**src/rtl/hybrid_jacobi_gauss_seidel_solver_core_macros.svh**
```systemverilog
// assertion helpers
`ifndef HYBRID_JACOBI_GAUSS_SEIDEL_SOLVER_CORE_MACROS_SVH
`define HYBRID_JACOBI_GAUSS_SEIDEL_SOLVER_CORE_MACROS_SVH
`define HJGS_ASSERT_IMP(lbl, clk, rst_n, a, c, msg) \
    lbl: assert property (@(posedge clk) disable iff (!rst_n) (a) |-> (c)) else $error(msg);
`define HJGS_ASSERT_NXT(lbl, clk, rst_n, a, c, msg) \
    lbl: assert property (@(posedge clk) disable iff (!rst_n) (a) |=> (c)) else $error(msg);
`endif

```
**src/rtl/hjgs_pkg.sv**
```systemverilog
package hjgs_pkg;
    localparam int unsigned CMD_W = 2;
    localparam logic [1:0] CMD_LOAD_A = 2'd0;
    localparam logic [1:0] CMD_LOAD_B = 2'd1;
    localparam logic [1:0] CMD_SOLVE  = 2'd2;
    localparam logic [1:0] REG_SIZE   = 2'd0;
    localparam logic [1:0] REG_THRESH = 2'd1;
    localparam logic [1:0] REG_LIMIT  = 2'd2;

    typedef struct packed {
        logic [1:0]         cmd;
        logic [3:0]         row;
        logic [3:0]         col;
        logic signed [31:0] value;
    } t_in_beat;

    typedef struct packed {
        logic [3:0]         index;
        logic signed [31:0] solution;
        logic               last;
        logic               converged;
        logic [15:0]        sweeps_used;
    } t_out_beat;

    // request/response between sequencer and the divider
    typedef struct packed {
        logic               start;
        logic signed [31:0] resid;
        logic signed [31:0] diag;
    } t_div_req;

    typedef struct packed {
        logic               done;
        logic signed [31:0] quot;
    } t_div_rsp;
endpackage

```
**src/rtl/hjgs_div.sv**
```systemverilog
// Sequential signed divider: (resid << FRAC_BITS) / diag, truncate toward zero,
// saturate to 32 bits. One quotient bit per cycle.
module hjgs_div #(
    parameter int FRAC_BITS = 16
) (
    input  logic              i_clk,
    input  logic              i_rst_n,
    input  hjgs_pkg::t_div_req i_req,
    output hjgs_pkg::t_div_rsp o_rsp
);
    localparam int NW = 32 + FRAC_BITS;
    localparam int CW = $clog2(NW + 1);

    logic          r_busy, n_busy;
    logic [CW-1:0] r_cnt, n_cnt;
    logic [NW-1:0] r_num, n_num;
    logic [31:0]   r_den, n_den;
    logic [32:0]   r_rem, n_rem;
    logic          r_neg, n_neg;
    logic          r_done, n_done;
    logic signed [31:0] r_quot, n_quot;

    logic [31:0]   abs_r, abs_d;
    logic [32:0]   shl;
    logic [NW:0]   qmag;

    always_comb begin
        abs_r = i_req.resid[31] ? 32'(-i_req.resid) : 32'(i_req.resid);
        abs_d = i_req.diag[31] ? 32'(-i_req.diag) : 32'(i_req.diag);
        n_busy = r_busy;
        n_cnt  = r_cnt;
        n_num  = r_num;
        n_den  = r_den;
        n_rem  = r_rem;
        n_neg  = r_neg;
        n_done = 1'b0;
        n_quot = r_quot;
        shl    = {r_rem[31:0], r_num[NW-1]};
        qmag   = '0;
        if (i_req.start) begin
            n_busy = 1'b1;
            n_cnt  = CW'(NW);
            n_num  = {abs_r, {FRAC_BITS{1'b0}}};
            n_den  = abs_d;
            n_rem  = '0;
            n_neg  = i_req.resid[31] ^ i_req.diag[31];
        end else if (r_busy) begin
            // quotient bits shift into the low end of r_num
            if (shl >= {1'b0, r_den}) begin
                n_rem = shl - {1'b0, r_den};
                n_num = {r_num[NW-2:0], 1'b1};
            end else begin
                n_rem = shl;
                n_num = {r_num[NW-2:0], 1'b0};
            end
            n_cnt = r_cnt - 1'b1;
            if (r_cnt == CW'(1)) begin
                n_busy = 1'b0;
                n_done = 1'b1;
                qmag = {1'b0, n_num};
                if (r_neg) begin
                    if (qmag > (NW+1)'(33'h080000000)) n_quot = 32'sh80000000;
                    else n_quot = 32'(-qmag);
                end else begin
                    if (qmag > (NW+1)'(33'h07FFFFFFF)) n_quot = 32'sh7FFFFFFF;
                    else n_quot = 32'(qmag);
                end
            end
        end
    end

    always_ff @(posedge i_clk) begin
        if (!i_rst_n) begin
            r_busy <= 1'b0;
            r_done <= 1'b0;
            r_cnt  <= '0;
        end else begin
            r_busy <= n_busy;
            r_done <= n_done;
            r_cnt  <= n_cnt;
        end
        r_num  <= n_num;
        r_den  <= n_den;
        r_rem  <= n_rem;
        r_neg  <= n_neg;
        r_quot <= n_quot;
    end

    assign o_rsp.done = r_done;
    assign o_rsp.quot = r_quot;
endmodule

```
**config.mk**
```make
export PLATFORM = sky130hd
export DESIGN_NAME = hjgs_div
export DESIGN_NICKNAME = d
export VERILOG_FILES = /design/src/rtl/hybrid_jacobi_gauss_seidel_solver_core_macros.svh /design/src/rtl/hjgs_pkg.sv /design/src/rtl/hjgs_div.sv
export SDC_FILE = /design/constraint.sdc
export NUM_CORES = 1
export LEC_CHECK = 0
export ABC_AREA = 1
export BUFFER_PORTS_ARGS = -buffer_cell sky130_fd_sc_hd__clkbuf_2
export CORE_MARGIN = 2
export CORE_UTILIZATION = 51
export CTS_CLUSTER_SIZE = 14
export DETAILED_ROUTE_END_ITERATION = 6
export GPL_ROUTABILITY_DRIVEN = 0
export PLACE_DENSITY_LB_ADDON = 0.1
export SLEW_MARGIN = 20
export SYNTH_ARGS = -nofsm -noshare
export SYNTH_HDL_FRONTEND = slang
export SYNTH_SLANG_ARGS = --single-unit
```
**constraint.sdc**
```tcl
create_clock -name i_clk -period 3.15 [get_ports i_clk]
set_input_delay 0 -clock i_clk [delete_from_list [all_inputs] [get_ports i_clk]]
set_output_delay 0 -clock i_clk [all_outputs]
set_load 0.03 [all_outputs]
```
### Word-level counts from Yosys, hierarchy flattened

Index checks and enable logic that the tools add are counted.

| word-level totals | value |
|---|---|
| register bits | 153 |
| bits in latches | 0 |
| memory bits (writable) | 0 |
| bits in read-only memories | 0 |
| input port bits | 67 |
| output and inout bits | 33 |
| word-level logic and storage cells | 45 |
| memories kept | 0 |

| operators by class | value |
|---|---|
| add/sub/neg operators | 5 |
| multipliers | 0 |
| divide/modulo/power cells | 0 |
| $lt $le $gt $ge | 3 |
| equality and inequality tests | 1 |
| shifts and indexed selects | 0 |
| multiplexer cells | 17 |
| bitwise operators | 4 |
| reduce and logical (&&, ||, !) cells | 4 |

Operators by type and width:

| kind | count |
|---|---|
| $mux 48 | 4 |
| $mux 32 | 5 |
| $neg 32->32 | 3 |
| $gt 48x31->1 const B | 1 |
| $gt 48x32->1 const B | 1 |
| $ge 33x32->1 | 1 |
| $sub 32x32->32 | 1 |
| $mux 31 | 1 |
| $mux 6 | 2 |
| $eq 6x1->1 const B | 1 |
| $sub 6x1->6 const B | 1 |
| $mux 1 | 5 |
| $not 1->1 | 3 |
| $reduce_and 3->1 | 1 |
| $reduce_or 3->1 | 1 |
| $reduce_bool 2->1 | 1 |
| $reduce_or 2->1 | 1 |
| $xor 1x1->1 | 1 |

### Logic depth before layout (Yosys ltp)

Gate-level depths: netlist of the first run.

| depth | value |
|---|---|
| depth in word-level cells | 7 |
| depth in mapped cells | 28 |
| mapped depth without buffers | 26 |

### Worst setup path after synthesis of the first run

OpenSTA, ideal clock, no wires.

| path | value |
|---|---|
| path type | reg-to-reg |
| start | reg r_den[20] |
| end | reg r_quot[30] (data pin) |
| library setup time | 0.260 ns |
| arrival | 3.009 ns |
| data required time | 2.890 ns |
| setup slack | -0.119 ns |
| cell stages (with the launch flop) | 25 |
| buffers on the path | 1 |
| period minus slack after synthesis | 3.269 ns |
| path through | edfxtp_1 > inv_1 > ha_1 > a21oi_1 > nand2_1 > nand2_1 > nand2_1 > nand2_1 > nand2_1 > a21oi_4 > nand2_4 > inv_4 > buf_6 > ha_1 > inv_1 > nor2_4 > nand2_2 > nor2_2 > nand2_1 > nor2_2 > nand4_2 > nor3_2 > nand3_1 > xor2_1 > o21ai_2 |

| between the ends | value |
|---|---|
| word-level cells in the longest chain between the ends | 7 |
| elaborated cells on any way between the ends | 10 |
| those cells by class | add/sub (1); order compare (3); mux (6) |

Ends and longest elaborated chain:

| what | RTL line | text |
|---|---|---|
| start: declaration | hjgs_div.sv:17 | `logic [31:0] r_den, n_den;` |
| start signal: assignment | hjgs_div.sv:83 | `r_den <= n_den;` |
| $ge 33x32->1 * | hjgs_div.sv:49 | `if (shl >= {1'b0, r_den}) begin` |
| $mux 1 * | hjgs_div.sv:49 |  |
| $mux 48 * | hjgs_div.sv:47 | `end else if (r_busy) begin` |
| $mux 48 * | hjgs_div.sv:40 | `if (i_req.start) begin` |
| $gt 48x31->1, or another cell as far along | hjgs_div.sv:65 | `if (qmag > (NW+1)'(33'h07FFFFFFF)) n_quot = 32'sh7FFFFFFF;` |
| $mux 32, on equally long branches | hjgs_div.sv:65, hjgs_div.sv:62 |  |
| $mux 32 * | hjgs_div.sv:61 | `if (r_neg) begin` |
| end signal: assignment | hjgs_div.sv:86 | `r_quot <= n_quot;` |
| end: declaration | hjgs_div.sv:21 | `logic signed [31:0] r_quot, n_quot;` |

Every way passes the cells marked *; elsewhere a longest branch is shown, timed or not. The select of a mux whose other input is x is not followed.
A chain may end at the register's enable or synchronous reset.

### Worst setup path after layout of the first run

| path | value |
|---|---|
| start | reg r_den[24] |
| end | reg r_quot[25] (data pin) |

The elaborated chain is that of the path after synthesis.

==> impl_metrics.json, run 1 <==
{
  "clock_latency_ns": 0.44,
  "yosysWarnings": 0,
  "fin_hold_ws_ns": -0.01009,
  "fin_ws_ns": -0.04853,
  "drc": 0,
  "initial_core_util_pct": 51.58,
  "routed.top_layer": "met4",
  "pre_cts_slack_ns": -0.1490,
  "avgViaCountPerCell": 5.425,
  "die_h_um": 146.6,
  "wl_met2_mm": 14.18,
  "yosys.area.top_type": "edfxtp_1",
  "dieArea_um2": 21490,
  "stdcell_count": 1923,
  "crit_fanout": 6,
  "p_leak_nw": 6.024,
  "clock_sink_count": 153,
  "dp_hpwl_mm": 21.90,
  "syn2layout_area_growth_pct": 30.65,
  "swShare_pct": 30.02,
  "clock.fmax_mhz": 312.6,
  "wire_per_inst_um": 16.33,
  "pwr-share-clk_pct": 37.2,
  "final_layout_size_suffix_gt1_share_pct": 23.59,
  "synth_top_flop_cell": "edfxtp_1",
  "synth_area_um2": 10370,
  "fin_util_pct": 67.39,
  "io_buffers": 99,
  "p_sw_mw": 1.605,
  "io_pins": 100,
  "cts_buffers": 17,
  "p_int_mw": 3.740,
  "tritoncts": "yes",
  "hold_violations": 1,
  "drt.antenna.violating_nets": 0,
  "startpoint_type": "register",
  "status": "complete, but fails checks",
  "synth.distinct_cells": 52,
  "pwr-share-seq_pct": 43.3,
  "path_class": "reg -> reg",
  "grt_pass1_vias": 9955,
  "cts_root_buffer": "clkbuf_16",
  "wl_met1_mm": 14.20,
  "yosysMostFrequentCell": "nand2_1",
  "powerDensity_nw_per_um2": 394.5,
  "synthTopCellsByCount": "nand2_1, inv_1, nor2_1, o21ai_0, edfxtp_1",
  "ys_top_cells_by_area": "edfxtp_1, nand2_1, dfxtp_1",
  "ys_ff_latch": 153,
  "min_path_type": "in -> reg",
  "grt_first_pass_wirelength_mm": 50.21,
  "fin_crit_sh_pct": 101.5,
  "synth_nets": 1516,
  "postPlaceCellArea_um2": 11720,
  "dp_cells": 1819,
  "grt_overflow_total": 0,
  "syn_area_per_cell_um2": 7.349,
  "synth-edff-count": 97,
  "syn_inst": 1411,
  "die_w_um": 146.6,
  "firstDrtPassIters": 5,
  "drtIter0Drc": 983,
  "slew_violations": 0,
  "via_count": 10433,
  "fp.coreArea_um2": 20100,
  "finalInstanceArea_um2": 13550,
  "endpoint_kind": "register",
  "final_nets": 1745,
  "rsz0062_at_grt": "true",
  "timing.critical_path.required_ns": 3.44,
  "antenna_found_initial": 1,
  "setup_violations": 7,
  "fill_cells": 1637,
  "finClkSkew_ns": 0.01526,
  "synthArstFlopShare_pct": 0,
  "htree_num_levels": 4,
  "path_clk_slew_ns": 0.07,
  "wirelength_mm": 31.40,
  "yosys.area.top_type_share_pct": 28.09,
  "met3WireLength_mm": 2.430,
  "tightest_slew_ns": 0.7724,
  "min_period_ns": 3.199,
  "violations": "negative hold slack, negative setup slack",
  "num_antenna_cells": 0,
  "max_slew_margin_pct": 48.43,
  "track_usage_pct": 29.15,
  "crit_arrival_ns": 3.49,
  "rows": 52,
  "synth_seq_area_share_pct": 38.90,
  "max-cap-violations": 0,
  "grt_max_degree": 54,
  "clock_path_buffers": 2,
  "comb_power_share_pct": 19.4,
  "ir_drop_mv": 0.3546
}
## layer usage
| layer | up-vias | track usage [%] |
|---|---|---|
| li1 | 5163 | - |
| met2 | 399 | 45.42 |
| met5 | - | 0 |
| met3 | 58 | 5.563 |
| met4 | 0 | 7.913 |
| met1 | 4813 | 41.62 |
## power groups by stage
stage	combinational [mW]	clock (mW)	sequential [mW]
after floorplan	0.534	0	2.34
after global placement	0.857	0	2.35
after detailed placement	0.865	0	2.35
after CTS	0.962	2.01	2.31
after global routing	1.14	2.09	2.33
final	1.04	1.99	2.31
## sequential cells by signal, summed over array words and instances (netlist names)
register  count
r_num        48
r_den        32
r_quot       32
r_rem        32
r_cnt         6
r_busy        1
r_done        1
r_neg         1
## worst max-delay path, cell delays in order, from the launching register on
cell and delay (ns):
edfxtp_1 0.39, inv_2 0.10, ha_4 0.22, nand2_4 0.09
buf_6 0.10, nor2_2 0.04, nand2_1 0.07, nand2_1 0.07
nand2_1 0.11, nand2_2 0.08, a21oi_4 0.16, nand2_4 0.07
inv_4 0.06, ha_4 0.13, inv_4 0.03, nor2_4 0.09
nand2_2 0.09, nor2_4 0.13, nand3_2 0.09, nor2_2 0.11
nand2_1 0.07, nand2_2 0.11, nand2_4 0.10, clkinvlp_4 0.22
buf_6 0.14, nand2_2 0.05, o21ai_2 0.12
## per-stage QoR
stage	TNS [ns]	power [mW]
detailed placement	-1.537	3.216
floorplan	-0.05500	2.871
finish	-0.09980	5.344
global route	-2.292	5.555
global placement	-0.8642	3.205
CTS	-0.04498	5.283
## cells in the final DEF (no fill, tap or decap), types with 30 or more instances in the layout
cell type and count:
dfxtp_1 56, edfxtp_1 97, a21oi_1 75, nor2_1 140
nand3_1 71, inv_1 174, clkbuf_2 99, o21ai_0 117
dlygate4sd3_1 47, nand2_2 30, xor2_1 40, buf_4 94
nand2_1 269
## kinds of logic (layout without fill, tap and decap cells)
group / count (synthesis) / count (layout) / synth area share (%)
compound gates: 291 / 291 / 15.79
fa+ha+maj: 38 / 38 / 4.657
buf+inv: 243 / 485 / 9.158
xor+xnor: 68 / 68 / 5.743
flops: 153 / 153 / 38.90
simple gates: 618 / 618 / 25.75
## timing repair
action / 4_1_cts / 5_1_grt
pin swaps: 14 / 39
resized for setup: 53 / 87
hold buffers: 47 / 0
endpoints found under the setup margin: 20 / 33
hold endpoints to repair: 55 / 0
buffers inserted: 19 / 8
## worst paths after layout
path	startpoint	to	slack (ns)	depth (start not counted)
setup / recovery	r_den[24]	r_quot[25]	-0.05	26
hold / removal	i_req[46]	r_num[30]	-0.01	3
hold reg to reg	r_rem[31]	r_rem[31]	0.47	2
setup reg to reg	r_den[24]	r_quot[25]	-0.05	26
## area by class of cell
type / count / area, µm² / area share (%)
multi-input cells: 1015 / 6056 / 44.70
repair buffers: 249 / 1777 / 13.11
flip-flops and latches: 153 / 4034 / 29.77
clock buffers: 18 / 439.2 / 3.242
clock inverters: 14 / 127.6 / 0.9420
inverters: 204 / 777.0 / 5.735
well taps: 270 / 337.8 / 2.494
Note: power is estimated with default switching activity, not from simulation.
==> run 2, diff against run 1 <==
--- a/config.mk
+++ b/config.mk
@@ -9,6 +9,7 @@
 export BUFFER_PORTS_ARGS = -buffer_cell sky130_fd_sc_hd__clkbuf_2
 export CORE_MARGIN = 2
 export CORE_UTILIZATION = 51
+export CTS_BUF_LIST = sky130_fd_sc_hd__clkbuf_4
 export CTS_CLUSTER_SIZE = 14
 export DETAILED_ROUTE_END_ITERATION = 6
 export GPL_ROUTABILITY_DRIVEN = 0
==> constraint.sdc (replaced) <==
create_clock -name i_clk -period 3 [get_ports i_clk]
set_input_delay 0 -clock i_clk [delete_from_list [all_inputs] [get_ports i_clk]]
set_output_delay 0 -clock i_clk [all_outputs]
set_load 0.03 [all_outputs]
==> run 2 against run 1 <==
  * Core utilization about the same
  * Register-to-register slack got worse by 0.05 ns
  * Combinational power increased by 8%
  * Cell count increased by 1.4%
  * Non-clock buffer count increased by 26
  * Count of clock-buffer cells in the layout decreased by 1
  * Global-route usage decreased by 0.75 points
  * Wire length decreased by 2.7%
  * Final area about the same
  * The flow finishes with violations (negative setup slack)
  * Flip-flop and latch count unchanged
  * Critical path depth decreased by 3
  * Worst hold slack improved by 0.072 ns
==> impl_metrics.json, run 2 (synthesis gave the netlist of run 1 again) <==
{
  "worstHoldStart": "i_req[31]",
  "antenna_found_initial": 1,
  "finalInstanceArea_um2": 13550,
  "max_slew_margin_pct": 50.31,
  "crit_arrival_ns": 3.46,
  "cpLargestDelayFamily": "simple AND/OR/NAND/NOR gates",
  "avgViaCountPerCell": 5.409,
  "min_period_ns": 3.098,
  "path_clk_slew_ns": 0.16,
  "rr_startpoint": "r_den[5]",
  "critical_path.max_stage_delay_ns": 0.40,
  "grt_max_degree": 54,
  "syn2layout_area_growth_pct": 30.63,
  "drc": 0,
  "clock.fmax_mhz": 322.8,
  "postPlaceCellArea_um2": 11800,
  "dp_hpwl_mm": 21.47,
  "firstDrtPassIters": 6,
  "endpoint_kind": "register",
  "rsz0062_at_grt": "true",
  "ir_drop_mv": 0.2226,
  "slowest_stage": "edfxtp_1",
  "drtIter0Drc": 970,
  "startpoint_type": "register",
  "pwr-share-seq_pct": 50.1,
  "holdPathEnd": "r_neg",
  "crit_chain": "inv_1 -> ha_2 -> nand2_2 -> nor2_1 -> nand3_1 -> nor2_1 -> nand2_1 -> nand2_1 -> a21oi_4 -> nand2_4 -> inv_4 -> ha_4 -> inv_2 -> nor2_4 -> nand2_2 -> nor2_4 -> nand2_2 -> nor2_4 -> nand4_4 -> nor3_4 -> nand3_1 -> xor2_1 -> o21ai_2",
  "fin_util_pct": 67.38,
  "fin_crit_sh_pct": 103.3,
  "grt_pass1_vias": 9798,
  "pwr-share-clk_pct": 26.7,
  "p_int_mw": 3.216,
  "wire_per_inst_um": 15.66,
  "setup_violations": 21,
  "final_nets": 1771,
  "status": "complete, but fails checks",
  "fill_cells": 1655,
  "violations": "negative setup slack",
  "swShare_pct": 33.54,
  "die_h_um": 146.6,
  "rows": 52,
  "ff_latch_area_um2": 4034,
  "clock_path_buffers": 2,
  "htree_num_levels": 4,
  "via_count": 10547,
  "comb_power_share_pct": 23.2,
  "wirelength_mm": 30.54,
  "clock_latency_ns": 0.60,
  "multiInputGateArea_um2": 6046,
  "tritoncts": "yes",
  "track_usage_pct": 28.39,
  "cts_buffers": 17,
  "cp_num_buf_inv": 3,
  "final_cell_mix": "nand2_1, inv_1, nor2_1",
  "rr_endpoint": "r_quot[30]",
  "grt_first_pass_wirelength_mm": 49.16,
  "io_buffers": 99,
  "slew_violations": 0,
  "whs_path_depth": 2,
  "min_path_type": "in -> reg",
  "r2r_cells": 23,
  "layout_commonest_cell": "nand2_1",
  "hold_violations": 0,
  "largest-register": "r_num",
  "path_class": "reg -> reg",
  "tns_ns": -0.8182,
  "final_layout_size_suffix_gt1_share_pct": 21.74,
  "grt_overflow_total": 0,
  "fin_ws_ns": -0.09772,
  "clock_sink_count": 153,
  "tightest_slew_ns": 0.7376,
  "reg2reg_slack_ns": -0.1,
  "finClkSkew_ns": 0.03497,
  "largest_reg_flops": 48,
  "p_sw_mw": 1.623,
  "initial_core_util_pct": 51.58,
  "dieArea_um2": 21490,
  "p_leak_nw": 5.981,
  "powerDensity_nw_per_um2": 357.2,
  "fp.coreArea_um2": 20100,
  "max-cap-violations": 0,
  "timing.critical_path.required_ns": 3.36,
  "power.total_mw": 4.838,
  "drt.antenna.violating_nets": 0,
  "cts_root_buffer": "clkbuf_4",
  "io_pins": 100,
  "die_w_um": 146.6,
  "crit_fanout": 5
}
[run 2: metrics by stage]
| stage | std cells | hold slack (ns) | setup slack, ns |
|---|---|---|---|
| 6_report | 1950 | 0.06231 | -0.09772 |
| 5_1_grt | 1950 | 0.06154 | -0.2933 |
| 4_1_cts | 1935 | 0.03499 | -0.03878 |
| 3_5_place_dp | 1803 | 0.2724 | -0.1727 |
| 3_3_place_gp | 1803 | 0.2725 | -0.1171 |
| 2_1_floorplan | 1411 | 0.09887 | -0.08696 |
[run 2: how the worst max path moves through the flow]
stage                    from  cells past startpoint          to
finish               r_den[5]                     23  r_quot[30]
global route        r_den[22]                     23  r_quot[30]
CTS                 r_den[12]                     21  r_quot[30]
detailed placement  r_den[30]                     21  r_quot[30]
global placement    r_den[30]                     21  r_quot[30]
floorplan           r_den[22]                     24  r_quot[30]
[run 2: layout make-up]
class                      instances  share of cell area (%)
sequential                       153                   29.78
tap                              270                   2.494
clock buffer                      17                  0.9421
antenna                            1                 0.01847
clock inverter                    15                   1.127
multi-input combinational       1015                   44.63
timing repair buffer             275                   15.32
inverter                         204                   5.689
[run 2: routing by layer]
| layer | part of all wire (%) | vias up | global-route usage (%) |
|---|---|---|---|
| li1 | - | 5206 | - |
| met1 | 45 | 4846 | 40.27 |
| met2 | 45 | 446 | 45.26 |
| met3 | 7.6 | 49 | 4.719 |
| met4 | 1.7 | 0 | 7.330 |
| met5 | 0 | - | 0 |
[run 2: power by group through the flow]
stage	clock [mW]	sequential, mW	combinational (mW)
6_report	1.29	2.43	1.12
5_1_grt	1.39	2.44	1.23
3_3_place_gp	0	2.47	0.913
2_1_floorplan	0	2.46	0.589
4_1_cts	1.31	2.42	1.05
3_5_place_dp	0	2.47	0.921
[run 2: repair_timing]
item                                   CTS  global route
buffers inserted                         5            14
cloned                                   1             0
endpoints found under the hold margin   79             0
resized for setup                       22            77
hold buffers                            94             0
setup endpoints to repair               32            32
pin swaps                                6            14
